$ cat config.mk
export PLATFORM = sky130hd
export DESIGN_NAME = line_follow_speed_controller
export DESIGN_NICKNAME = d
export VERILOG_FILES = /design/src/rtl/core/lfsc_pkg.sv /design/src/rtl/core/lfsc_state.sv /design/src/rtl/core/line_follow_speed_controller.sv
export SDC_FILE = /design/constraint.sdc
export NUM_CORES = 1
export LEC_CHECK = 0
export BUFFER_PORTS_ARGS = -buffer_cell sky130_fd_sc_hd__buf_2
export CORE_UTILIZATION = 32
export CTS_CLUSTER_SIZE = 20
export DETAILED_ROUTE_END_ITERATION = 6
export GPL_TIMING_DRIVEN = 0
export RECOVER_POWER = 50
export SLEW_MARGIN = 25
export SYNTH_ARGS = -nofsm -noshare
export SYNTH_HDL_FRONTEND = slang
export SYNTH_SLANG_ARGS = --single-unit
export TNS_END_PERCENT = 20
$ cat constraint.sdc
create_clock -name clk_i -period 11.6 [get_ports clk_i]
set_clock_uncertainty 0.2 [all_clocks]
set_input_delay 3.48 -clock clk_i [delete_from_list [all_inputs] [get_ports clk_i]]
set_output_delay 3.48 -clock clk_i [all_outputs]
set_load 0.1 [all_outputs]
$ cat src/rtl/core/lfsc_pkg.sv
`timescale 1ns / 1ps

package lfsc_pkg;

  // line sensor geometry
  localparam int unsigned LINE_WIDTH = 640;
  localparam int unsigned LINE_MID   = LINE_WIDTH / 2;
  localparam int unsigned LINE_W     = 10;
  localparam int unsigned CORR_W     = LINE_W;

  // soft start: ramp steps is a power of two so base/steps is a shift
  localparam int unsigned RAMP_SHIFT = 3;
  localparam int unsigned RAMP_STEPS = 1 << RAMP_SHIFT;
  localparam int unsigned RAMP_W     = $clog2(RAMP_STEPS + 1);

  localparam int          STEP_DELTA = 200;
  localparam int unsigned LOST_LIMIT = 50;
  localparam int unsigned LOST_W     = $clog2(LOST_LIMIT + 1);

  // field and register widths
  localparam int unsigned SPEED_W   = 16;
  localparam int unsigned WIDE_W    = SPEED_W + 2;
  localparam int unsigned SEL_W     = 4;
  localparam int unsigned TOP_W     = 11;
  localparam int unsigned REV_W     = 12;
  localparam int unsigned GAIN_W    = 4;
  localparam int unsigned DEAD_W    = 9;
  localparam int unsigned BAND_W    = 12;
  localparam int unsigned CFG_W     = 12;
  localparam int unsigned CFG_IDX_W = 3;

  typedef enum logic [CFG_IDX_W-1:0] {
    REG_TOP_SPEED     = 3'd0,
    REG_REVERSE_LIMIT = 3'd1,
    REG_STEER_GAIN    = 3'd2,
    REG_DEAD_BAND     = 3'd3,
    REG_STRAIGHT_BAND = 3'd4
  } cfg_reg_e;

  localparam logic [1:0] SLOPE_UP   = 2'd1;
  localparam logic [1:0] SLOPE_DOWN = 2'd2;

  localparam logic [1:0] OBST_LEFT  = 2'd1;
  localparam logic [1:0] OBST_RIGHT = 2'd2;

  typedef enum logic [2:0] {
    MC_BACKWARD = 3'd0,
    MC_STOPPED  = 3'd1,
    MC_STRAIGHT = 3'd2,
    MC_LEFT     = 3'd3,
    MC_RIGHT    = 3'd4
  } motion_e;

  typedef enum logic [2:0] {
    DRV_IDLE    = 3'd0,
    DRV_SPIN_L  = 3'd1,
    DRV_SPIN_R  = 3'd2,
    DRV_FOLLOW  = 3'd3,
    DRV_REVERSE = 3'd4,
    DRV_SEARCH  = 3'd5
  } drive_e;

  typedef struct packed {
    logic [SEL_W-1:0]  selector_pos;
    logic [1:0]        slope;
    logic              pushed;
    logic              halt_mode;
    logic [1:0]        obstacle_side;
    logic [LINE_W-1:0] line_pos;
  } item_t;

  typedef struct packed {
    drive_e                    mode;
    logic signed [SPEED_W-1:0] base;
    logic [RAMP_W-1:0]         ramp;
    logic signed [CORR_W-1:0]  corr;
  } decision_t;

endpackage

$ cat src/rtl/core/lfsc_state.sv
`timescale 1ns / 1ps

module lfsc_state import lfsc_pkg::*; (
  input  logic                     clk_i,
  input  logic                     rst_ni,
  input  logic                     step_i,
  input  item_t                    item_i,
  input  logic [TOP_W-1:0]         top_speed_i,
  input  logic signed [REV_W-1:0]  reverse_limit_i,
  input  logic [DEAD_W-1:0]        dead_band_i,
  output decision_t                dec_o
);

  logic [SEL_W-1:0]          prev_q;
  logic                      primed_q;
  logic signed [SPEED_W-1:0] base_q, level_q;
  logic [RAMP_W-1:0]         ramp_q, ramp_d;
  logic [LOST_W-1:0]         lost_q, lost_d;

  logic [SEL_W-1:0]          prev_eff;
  logic signed [SEL_W:0]     dif;
  logic                      cw;
  logic                      flat;
  logic signed [WIDE_W-1:0]  top_s, rev_s, s, s_step, nb_wide;
  logic signed [SPEED_W-1:0] nb;
  logic signed [LINE_W:0]    corr_w;
  logic [LINE_W:0]           mag;
  logic                      line_ok;

  assign prev_eff = primed_q ? prev_q : item_i.selector_pos;
  assign dif  = $signed({1'b0, item_i.selector_pos}) - $signed({1'b0, prev_eff});
  assign cw   = (dif > 0 && dif < 5'sd9) || (dif < -5'sd8);
  // slope code three behaves as level
  assign flat = (item_i.slope != SLOPE_UP) && (item_i.slope != SLOPE_DOWN);

  assign top_s = $signed({{(WIDE_W-TOP_W){1'b0}}, top_speed_i});
  assign rev_s = WIDE_W'(reverse_limit_i);

  // next base speed: overrides, selector step, clamp
  always_comb begin
    logic ovr;
    logic signed [WIDE_W-1:0] ovr_val;
    ovr     = 1'b0;
    ovr_val = top_s;
    s       = WIDE_W'(base_q);
    if (base_q > 0) begin
      if (item_i.pushed || item_i.slope == SLOPE_DOWN) begin
        ovr = 1'b1;
      end else if (item_i.slope == SLOPE_UP) begin
        ovr     = 1'b1;
        ovr_val = top_s >>> 3;
      end else begin
        s = WIDE_W'(level_q);
      end
    end else if (base_q < 0 && item_i.pushed) begin
      ovr     = 1'b1;
      ovr_val = top_s >>> 2;
    end
    s_step = cw ? s + WIDE_W'(STEP_DELTA) : s - WIDE_W'(STEP_DELTA);
    if (ovr) begin
      nb_wide = ovr_val;
    end else if (dif == 0) begin
      nb_wide = s;
    end else if (s_step > top_s) begin
      nb_wide = top_s;
    end else if (s_step < rev_s) begin
      nb_wide = rev_s;
    end else begin
      nb_wide = s_step;
    end
  end

  assign nb = nb_wide[SPEED_W-1:0];

  assign corr_w  = $signed({1'b0, item_i.line_pos}) - $signed((LINE_W + 1)'(LINE_MID));
  assign mag     = corr_w[LINE_W] ? (LINE_W + 1)'(-corr_w) : (LINE_W + 1)'(corr_w);
  assign line_ok = (item_i.line_pos != '0) && (item_i.line_pos < LINE_W'(LINE_WIDTH));

  // drive decision and ramp / lost-line counters
  always_comb begin
    dec_o.mode = DRV_IDLE;
    dec_o.base = nb;
    dec_o.corr = '0;
    ramp_d     = ramp_q;
    lost_d     = lost_q;
    if (item_i.halt_mode || nb != 0) begin
      if (item_i.obstacle_side == OBST_LEFT) begin
        dec_o.mode = DRV_SPIN_L;
      end else if (item_i.obstacle_side == OBST_RIGHT) begin
        dec_o.mode = DRV_SPIN_R;
      end else if (line_ok && nb > 0) begin
        dec_o.mode = DRV_FOLLOW;
        lost_d     = '0;
        if (mag >= (LINE_W + 1)'(dead_band_i)) begin
          dec_o.corr = corr_w[CORR_W-1:0];
        end
        if (ramp_q < RAMP_W'(RAMP_STEPS)) begin
          ramp_d = ramp_q + 1'b1;
        end
      end else if (nb < 0) begin
        dec_o.mode = DRV_REVERSE;
      end else if (lost_q == LOST_W'(LOST_LIMIT)) begin
        dec_o.mode = DRV_SEARCH;
        ramp_d     = '0;
      end else begin
        lost_d = lost_q + 1'b1;
      end
    end
    dec_o.ramp = ramp_d;
  end

  always_ff @(posedge clk_i or negedge rst_ni) begin
    if (!rst_ni) begin
      prev_q   <= '0;
      primed_q <= 1'b0;
      base_q   <= '0;
      level_q  <= '0;
      ramp_q   <= '0;
      lost_q   <= '0;
    end else if (step_i) begin
      prev_q   <= item_i.selector_pos;
      primed_q <= 1'b1;
      base_q   <= nb;
      if (!item_i.pushed && flat) begin
        level_q <= nb;
      end
      ramp_q   <= ramp_d;
      lost_q   <= lost_d;
    end
  end

endmodule

$ cat src/rtl/core/line_follow_speed_controller.sv
`timescale 1ns / 1ps

// an accepted request passes the s1, s2, s3 and output registers before its result is valid
// throughput: one request per cycle while out_ready_i is high; four register stages with per-stage stalls,
//   so requests keep flowing into empty stages while a result waits at the output
// reset: asynchronous, active low; valid and configuration registers return to their reset values,
//   speed state clears and the first tick after reset captures the selector

module line_follow_speed_controller import lfsc_pkg::*; (
  input  logic                      clk_i,
  input  logic                      rst_ni,
  input  logic                      cfg_we_i,
  input  logic [CFG_IDX_W-1:0]      cfg_idx_i,
  input  logic [CFG_W-1:0]          cfg_data_i,
  input  logic                      in_valid_i,
  output logic                      in_ready_o,
  input  logic [SEL_W-1:0]          selector_pos_i,
  input  logic [1:0]                slope_i,
  input  logic                      pushed_i,
  input  logic                      halt_mode_i,
  input  logic [1:0]                obstacle_side_i,
  input  logic [LINE_W-1:0]         line_pos_i,
  output logic                      out_valid_o,
  input  logic                      out_ready_i,
  output logic signed [SPEED_W-1:0] right_speed_o,
  output logic signed [SPEED_W-1:0] left_speed_o,
  output logic [2:0]                motion_class_o
);

  logic [TOP_W-1:0]         top_speed_q;
  logic signed [REV_W-1:0]  reverse_limit_q;
  logic [GAIN_W-1:0]        steer_gain_q;
  logic [DEAD_W-1:0]        dead_band_q;
  logic [BAND_W-1:0]        straight_band_q;

  logic                      s1_valid_q, s2_valid_q, s3_valid_q, out_valid_q;
  item_t                     s1_item_q;
  decision_t                 dec, s2_dec_q;
  logic signed [SPEED_W-1:0] s3_r_q, s3_l_q;
  logic signed [SPEED_W-1:0] out_r_q, out_l_q;
  motion_e                   out_mc_q, mc;
  logic                      en1, en2, en3, en_out, step;

  logic [TOP_W-3:0]          quarter;
  logic signed [WIDE_W-1:0]  quarter_s, base_s, r_w, l_w;
  logic [SPEED_W:0]          sp;
  logic signed [SPEED_W-1:0] steer;
  logic signed [SPEED_W:0]   diff;
  logic [SPEED_W:0]          absd;

  // configuration
  always_ff @(posedge clk_i or negedge rst_ni) begin
    if (!rst_ni) begin
      top_speed_q     <= TOP_W'(800);
      reverse_limit_q <= -REV_W'(200);
      steer_gain_q    <= GAIN_W'(2);
      dead_band_q     <= DEAD_W'(10);
      straight_band_q <= BAND_W'(10);
    end else if (cfg_we_i) begin
      case (cfg_reg_e'(cfg_idx_i))
        REG_TOP_SPEED:     top_speed_q     <= cfg_data_i[TOP_W-1:0];
        REG_REVERSE_LIMIT: reverse_limit_q <= cfg_data_i[REV_W-1:0];
        REG_STEER_GAIN:    steer_gain_q    <= cfg_data_i[GAIN_W-1:0];
        REG_DEAD_BAND:     dead_band_q     <= cfg_data_i[DEAD_W-1:0];
        REG_STRAIGHT_BAND: straight_band_q <= cfg_data_i[BAND_W-1:0];
        default: ;
      endcase
    end
  end

  // per-stage stall chain
  assign en_out     = !out_valid_q || out_ready_i;
  assign en3        = !s3_valid_q || en_out;
  assign en2        = !s2_valid_q || en3;
  assign en1        = !s1_valid_q || en2;
  assign in_ready_o = en1;
  assign step       = s1_valid_q && en2;

  lfsc_state u_state (
    .clk_i           (clk_i),
    .rst_ni          (rst_ni),
    .step_i          (step),
    .item_i          (s1_item_q),
    .top_speed_i     (top_speed_q),
    .reverse_limit_i (reverse_limit_q),
    .dead_band_i     (dead_band_q),
    .dec_o           (dec)
  );

  // wheel speeds from the registered decision
  assign quarter   = top_speed_q[TOP_W-1:2];
  assign quarter_s = $signed({{(WIDE_W-TOP_W+2){1'b0}}, quarter});
  assign base_s    = WIDE_W'(s2_dec_q.base);
  // base is positive when following, so the divide is a plain shift
  assign sp        = (SPEED_W + 1)'(s2_dec_q.ramp)
                   * (SPEED_W + 1)'(s2_dec_q.base[SPEED_W-1:RAMP_SHIFT]);
  assign steer     = SPEED_W'($signed({1'b0, steer_gain_q})) * SPEED_W'(s2_dec_q.corr);

  always_comb begin
    r_w = '0;
    l_w = '0;
    case (s2_dec_q.mode)
      DRV_SPIN_L: begin
        r_w = quarter_s;
        l_w = -quarter_s;
      end
      DRV_SPIN_R: begin
        r_w = -quarter_s;
        l_w = quarter_s;
      end
      DRV_FOLLOW: begin
        r_w = $signed({1'b0, sp}) - WIDE_W'(steer);
        l_w = $signed({1'b0, sp}) + WIDE_W'(steer);
      end
      DRV_REVERSE: begin
        r_w = base_s;
        l_w = base_s;
      end
      DRV_SEARCH: begin
        r_w = -base_s;
        l_w = base_s;
      end
      default: ;
    endcase
  end

  // motion class from the wrapped wheel speeds
  assign diff = (SPEED_W + 1)'(s3_r_q) - (SPEED_W + 1)'(s3_l_q);
  assign absd = diff[SPEED_W] ? (SPEED_W + 1)'(-diff) : (SPEED_W + 1)'(diff);

  always_comb begin
    if (s3_r_q < 0 && s3_l_q < 0) begin
      mc = MC_BACKWARD;
    end else if (s3_r_q == 0 && s3_l_q == 0) begin
      mc = MC_STOPPED;
    end else if (absd < (SPEED_W + 1)'(straight_band_q)) begin
      mc = MC_STRAIGHT;
    end else if (s3_r_q > s3_l_q) begin
      mc = MC_LEFT;
    end else begin
      mc = MC_RIGHT;
    end
  end

  always_ff @(posedge clk_i or negedge rst_ni) begin
    if (!rst_ni) begin
      s1_valid_q  <= 1'b0;
      s2_valid_q  <= 1'b0;
      s3_valid_q  <= 1'b0;
      out_valid_q <= 1'b0;
    end else begin
      if (en1)    s1_valid_q  <= in_valid_i;
      if (en2)    s2_valid_q  <= s1_valid_q;
      if (en3)    s3_valid_q  <= s2_valid_q;
      if (en_out) out_valid_q <= s3_valid_q;
    end
  end

  always_ff @(posedge clk_i) begin
    if (en1 && in_valid_i) begin
      s1_item_q.selector_pos  <= selector_pos_i;
      s1_item_q.slope         <= slope_i;
      s1_item_q.pushed        <= pushed_i;
      s1_item_q.halt_mode     <= halt_mode_i;
      s1_item_q.obstacle_side <= obstacle_side_i;
      s1_item_q.line_pos      <= line_pos_i;
    end
    if (step) begin
      s2_dec_q <= dec;
    end
    if (en3 && s2_valid_q) begin
      s3_r_q <= r_w[SPEED_W-1:0];
      s3_l_q <= l_w[SPEED_W-1:0];
    end
    if (en_out && s3_valid_q) begin
      out_r_q  <= s3_r_q;
      out_l_q  <= s3_l_q;
      out_mc_q <= mc;
    end
  end

  assign out_valid_o    = out_valid_q;
  assign right_speed_o  = out_r_q;
  assign left_speed_o   = out_l_q;
  assign motion_class_o = out_mc_q;

`ifndef SYNTHESIS
  a_follow_ramp: assert property (@(posedge clk_i) disable iff (!rst_ni)
    s2_valid_q && s2_dec_q.mode == DRV_FOLLOW |->
      s2_dec_q.base > 0 && s2_dec_q.ramp != 0 && s2_dec_q.ramp <= RAMP_W'(RAMP_STEPS))
    else $error("follow decision with bad base or ramp");

  a_reverse_neg: assert property (@(posedge clk_i) disable iff (!rst_ni)
    s2_valid_q && s2_dec_q.mode == DRV_REVERSE |-> s2_dec_q.base < 0)
    else $error("reverse decision with non-negative base");

  a_stopped_zero: assert property (@(posedge clk_i) disable iff (!rst_ni)
    out_valid_o && motion_class_o == MC_STOPPED |-> right_speed_o == 0 && left_speed_o == 0)
    else $error("stopped class with moving wheels");

  a_accept_lands: assert property (@(posedge clk_i) disable iff (!rst_ni)
    in_valid_i && in_ready_o |=> s1_valid_q)
    else $error("accepted request lost at input stage");
`endif

endmodule

After elaboration in Yosys (flattened, before gate mapping)
Index checks and enable logic that the tools add are counted.
W data, S select, Z words.
- bits of input ports: 40
- register bits after elaboration: 219
- word-level logic and storage cells: 170
- muxes and demuxes: 39
- reduce and logical (&&, ||, !) cells: 43
- eq/ne operators: 18
- $add $sub $neg: 13
- order comparisons: 16
- bitwise logic cells: 5
- multipliers: 2
- operators by type and width (kind ; count):
    $logic_not A32 Y1 ; 3
    $mux W16 ; 5
    $pmux W16 S5 ; 1
    $mux W18 ; 4
    $lt A16 B1 Y1 const B ; 4
    $pmux W16 S4 ; 1
    $mux W11 ; 4
    $gt A16 B1 Y1 const B ; 2
    $mux W4 ; 8
    $reduce_bool A32 Y1 ; 1
    $add A18 B9 Y18 const B ; 1
    $gt A18 B12 Y1 ; 1
    $lt A18 B12 Y1 ; 1
    $mux W6 ; 3
    $sub A18 B9 Y18 const B ; 1
    $lt A17 B12 Y1 ; 1
    $mux W17 ; 1
    $neg A17 Y17 ; 1
    $sub A16 B16 Y17 ; 1
    $add A16 B15 Y16 ; 1
    $gt A16 B16 Y1 ; 1
    $mul A4 B13 Y16 ; 1
    $neg A16 Y16 ; 1
    $neg A9 Y16 ; 1
    other kinds (36) ; 87

Longest topological paths before layout
- word-level depth: 17
- depth in mapped cells: 38

By module
From an unflattened synthesis, not the netlist that was laid out.
- cell total of the unflattened synthesis: 2018
- area, all modules: 18635.4 sq um
- by module, submodules not included (module ; cells each ; instances ; seq. area each (sq um) ; area an instance (sq um)):
    line_follow_speed_controller ; 1304 ; 1 ; 4923.5 ; 12891.1
    lfsc_state ; 714 ; 1 ; 1176.1 ; 5744.3

Least setup slack after synthesis
No wires, ideal clock.
- kind: input to output
- from: in out_ready_i
- to: out in_ready_o
- required time: 7.920 ns
- buffers on the path: 0
- slack: 3.260 ns
- arrival time: 4.660 ns
- cell stages on the path: 2
- cell sequence: nor2b_1 -> nand4_1
- cells in the longest elaborated chain, start to end: 4
- RTL lines (what ; line ; source):
    start: declaration ; line_follow_speed_controller.sv:24 ; input logic out_ready_i,
    $logic_or A1 B1 Y1 ; line_follow_speed_controller.sv:72 ; assign en_out = !out_valid_q || out_ready_i;
    $logic_or A1 B1 Y1 ; line_follow_speed_controller.sv:73 ; assign en3 = !s3_valid_q || en_out;
    $logic_or A1 B1 Y1 ; line_follow_speed_controller.sv:74 ; assign en2 = !s2_valid_q || en3;
    $logic_or A1 B1 Y1 ; line_follow_speed_controller.sv:75 ; assign en1 = !s1_valid_q || en2;
    end: declaration ; line_follow_speed_controller.sv:16 ; output logic in_ready_o,
No other way between the ends.

==> results.yml <==
floorplan:
  rows: 86
  die-area_sq_um: 57200
  coreArea_sq_um: 55300
  ioPinCount: 77
  fp.dieH_um: 239
  die_w_um: 239
  start_util_pct: 32.5
finish:
  layout-drive-gt1-share_pct: 10.1
  layout-area-overhead-vs-synth_pct: 11.8
  fillers: 5667
  finish.instance_area_sq_um: 20100
  num_antenna_cells: 0
  final_net_count: 2323
  multiInputGateArea_sq_um: 10800
  regArea_sq_um: 6100
synthesis:
  synth_top_family_by_area: "adder cells"
  synthSimpleGateAreaFrac_pct: 16.6
  synth-xor-area-share_pct: 5.43
  yosysMostFrequentCell: "inv_1"
  seq_area_frac_synth_pct: 33.9
  synthMuxAreaShare_pct: 3.37
  synth_compound_area_share_pct: 17.1
  synth_ff_type: "edfxtp_1"
  netlist_top_cells_count: "221 x inv_1, 196 x nand2_1, 173 x ha_1"
  synth_seq_cells: 219
  ys_async_sr_fraction_pct: 45.2
  synth_edf_count: 120
  ys_types: 96
  yosysTopAreaCellShare_pct: 20.0
  synthCells: 1956
  synth_area_leaders: "edfxtp_1 20%, ha_1 12%, dfrtp_1 12%, fa_1 5.3%, inv_1 4.6%"
  synthesis.nets: 2217
  avgSynthCellArea_sq_um: 9.20
  synthAdderAreaFrac_pct: 17.4
  synth_top_area_cell: "edfxtp_1"
  syn_area_sq_um: 18000
  yosys_warnings: 0
sta:
  finalCriticalPeriod_ps: 9810
  hold_viol_final: 0
  max_clock_freq_mhz: 102
  drv_slew: 135
  finalSetupTns_ps: 0
  rsz0062_at_grt: "false"
  worst_pin_slew_ps: 3050
  fin_crit_sh_pct: 84.6
  finalSetupViolations: 0
  slew_headroom_pct: -103
route:
  drt-vias-per-instance: 5.18
  drt-total-wl_um: 50200
  drt_pass1_iterations: 6
  routedWlPerCell_um: 17.7
  drtAntennaViolNets: 0
  drt_iter0_drc: 1174
  drc: 0
  vias: 14700
global_route:
  grt_pass1_wl_um: 79200
  overflow: 0
  antenna_found_initial: 0
  grt_pass1_vias: 14500
  grt_util_all_layers_pct: 17.5
  grt_max_degree: 55
hold_path:
  min_path_type: "flip-flop to flip-flop"
critical_path:
  path_max_fanout: 12
  required_ps: 11840
  path_class: "flip-flop to flip-flop"
  critPathTopFamily: "compound AO/OA/AOI/OAI gates"
  cp-end-kind: "flip-flop"
  startpoint_type: "flip-flop"
  slowest_stage: "xnor2_2"
  cp.arrival_ps: 10040
  critPathBufInv: 6
  max_stage_delay_ps: 670
run_status:
  violations: "capacitance limit, slew limit"
  status: "complete, but fails checks"
clocking:
  cts_buffers: 25
  clkSinkCount: 219
  cts_resized: 0
  htreeDepth: 1
  root_buffer: "clkbuf_16"
  cts-hold-fix-buffers: 0
  cts_tree: "yes"
  clk_latency_ps: 560
  cts_max_path_buffers: 3
  clk_pin_slew_ps: 60
  postCtsSetupRepairBufs: 0
placement:
  port_buffers: 76
  hpwl_um: 40300
  place_area_sq_um: 19400
  gp_congestion: 0.921
flow_run:
  max_cap_violations: 3
==> worst min-delay path: stages, from the launching register on <==
cell	delay (ps)
dfrtp_1	340
nand2_1	50
nand2_1	60
==> final timing paths <==
check / slack, ps / end / start / cells past startpoint
hold / removal: 280 / u_state.prev_q[2] / u_state.prev_q[2] / 2
setup / recovery: 1790 / u_state.lost_q[1] / u_state.primed_q / 35
setup reg to reg: 1790 / u_state.lost_q[1] / u_state.primed_q / 35
hold reg to reg: 280 / u_state.prev_q[2] / u_state.prev_q[2] / 2
min in group asynchronous: 3550 / u_state.prev_q[0] / rst_ni / 1
max in group asynchronous: 3730 / straight_band_q[11] / rst_ni / 2
==> final cells by class <==
class | count | area share, %
Multi-Input combinational cell | 1445 | 53.6
Sequential cell | 219 | 30.3
Tap cell | 748 | 4.65
Inverter | 224 | 4.18
Clock buffer | 29 | 3.18
Timing Repair Buffer | 79 | 2.03
Buffer | 68 | 1.41
Clock inverter | 16 | 0.616
==> kinds of logic (layout without fill, tap and decap cells) <==
logic type      Yosys count  after routing
fa+ha+maj               221            221
compound gates          468            468
buf+inv                 292            416
xor+xnor                110            110
flops                   219            219
simple gates            591            591
mux                      55             55
==> cell usage in the layout (no fill, tap or decap), types with 8 or more instances in the layout <==
| cell | count |
|---|---|
| nand2_1 | 196 |
| nand4_1 | 23 |
| buf_2 | 73 |
| clkbuf_1 | 69 |
| nand3_1 | 27 |
| nor3_1 | 23 |
| and3_1 | 16 |
| nor2b_1 | 21 |
| ha_1 | 173 |
| a21oi_1 | 104 |
| fa_1 | 48 |
| o21ai_0 | 135 |
| a21boi_0 | 8 |
| o31ai_1 | 10 |
| xnor2_1 | 82 |
| o211ai_1 | 12 |
| and2_1 | 60 |
| nand2b_1 | 24 |
| dfstp_2 | 15 |
| a21o_1 | 36 |
| clkbuf_16 | 25 |
| mux2_2 | 37 |
| nor2_1 | 121 |
| edfxtp_1 | 120 |
| o21a_1 | 11 |
| a31oi_1 | 15 |
| inv_1 | 221 |
| nor4_1 | 10 |
| a22oi_1 | 18 |
| xor2_1 | 26 |
| a221oi_1 | 9 |
| a211oi_1 | 9 |
| clkinv_1 | 11 |
| o21bai_1 | 14 |
| or3_1 | 19 |
| dfrtp_1 | 84 |
| mux2i_1 | 13 |
| or2_2 | 9 |
==> per-layer routing <==
layer	GRT usage (%)	vias up	routed length [um]
met5	0	-	0
met4	4.70	0	1310
met3	2.25	79	2490
met2	29.9	414	23700
met1	23.2	7081	22700
li1	-	7078	-
==> registers in the layout, summed over array words and instances, names as in the netlist, 6 cells and up <==
signal and flops:
straight_band_q 12, reverse_limit_q 12, top_speed_q 11, right_speed_o 16
s1_item_q 20, u_state.lost_q 6, u_state.level_q 16, s3_l_q 16
base_s 16, left_speed_o 16, dead_band_q 9, s2_dec_q 17
u_state.base_q 16, s3_r_q 16
==> through the flow <==
stage | utilization [%] | instances | setup WS [ps] | hold WS [ps]
after floorplan | - | 1956 | 3260 | 246
after global placement | 34.9 | 2780 | 1840 | 262
after detailed placement | 35.1 | 2783 | 2070 | 266
after CTS | 36.5 | 2828 | 2030 | 281
after global routing | 36.4 | 2828 | 1230 | 317
final | 36.4 | 2828 | 1790 | 278
Power is left out: the tool's default activity adds up to more than one toggle a clock period on the data nets, which glitch-free logic cannot reach.
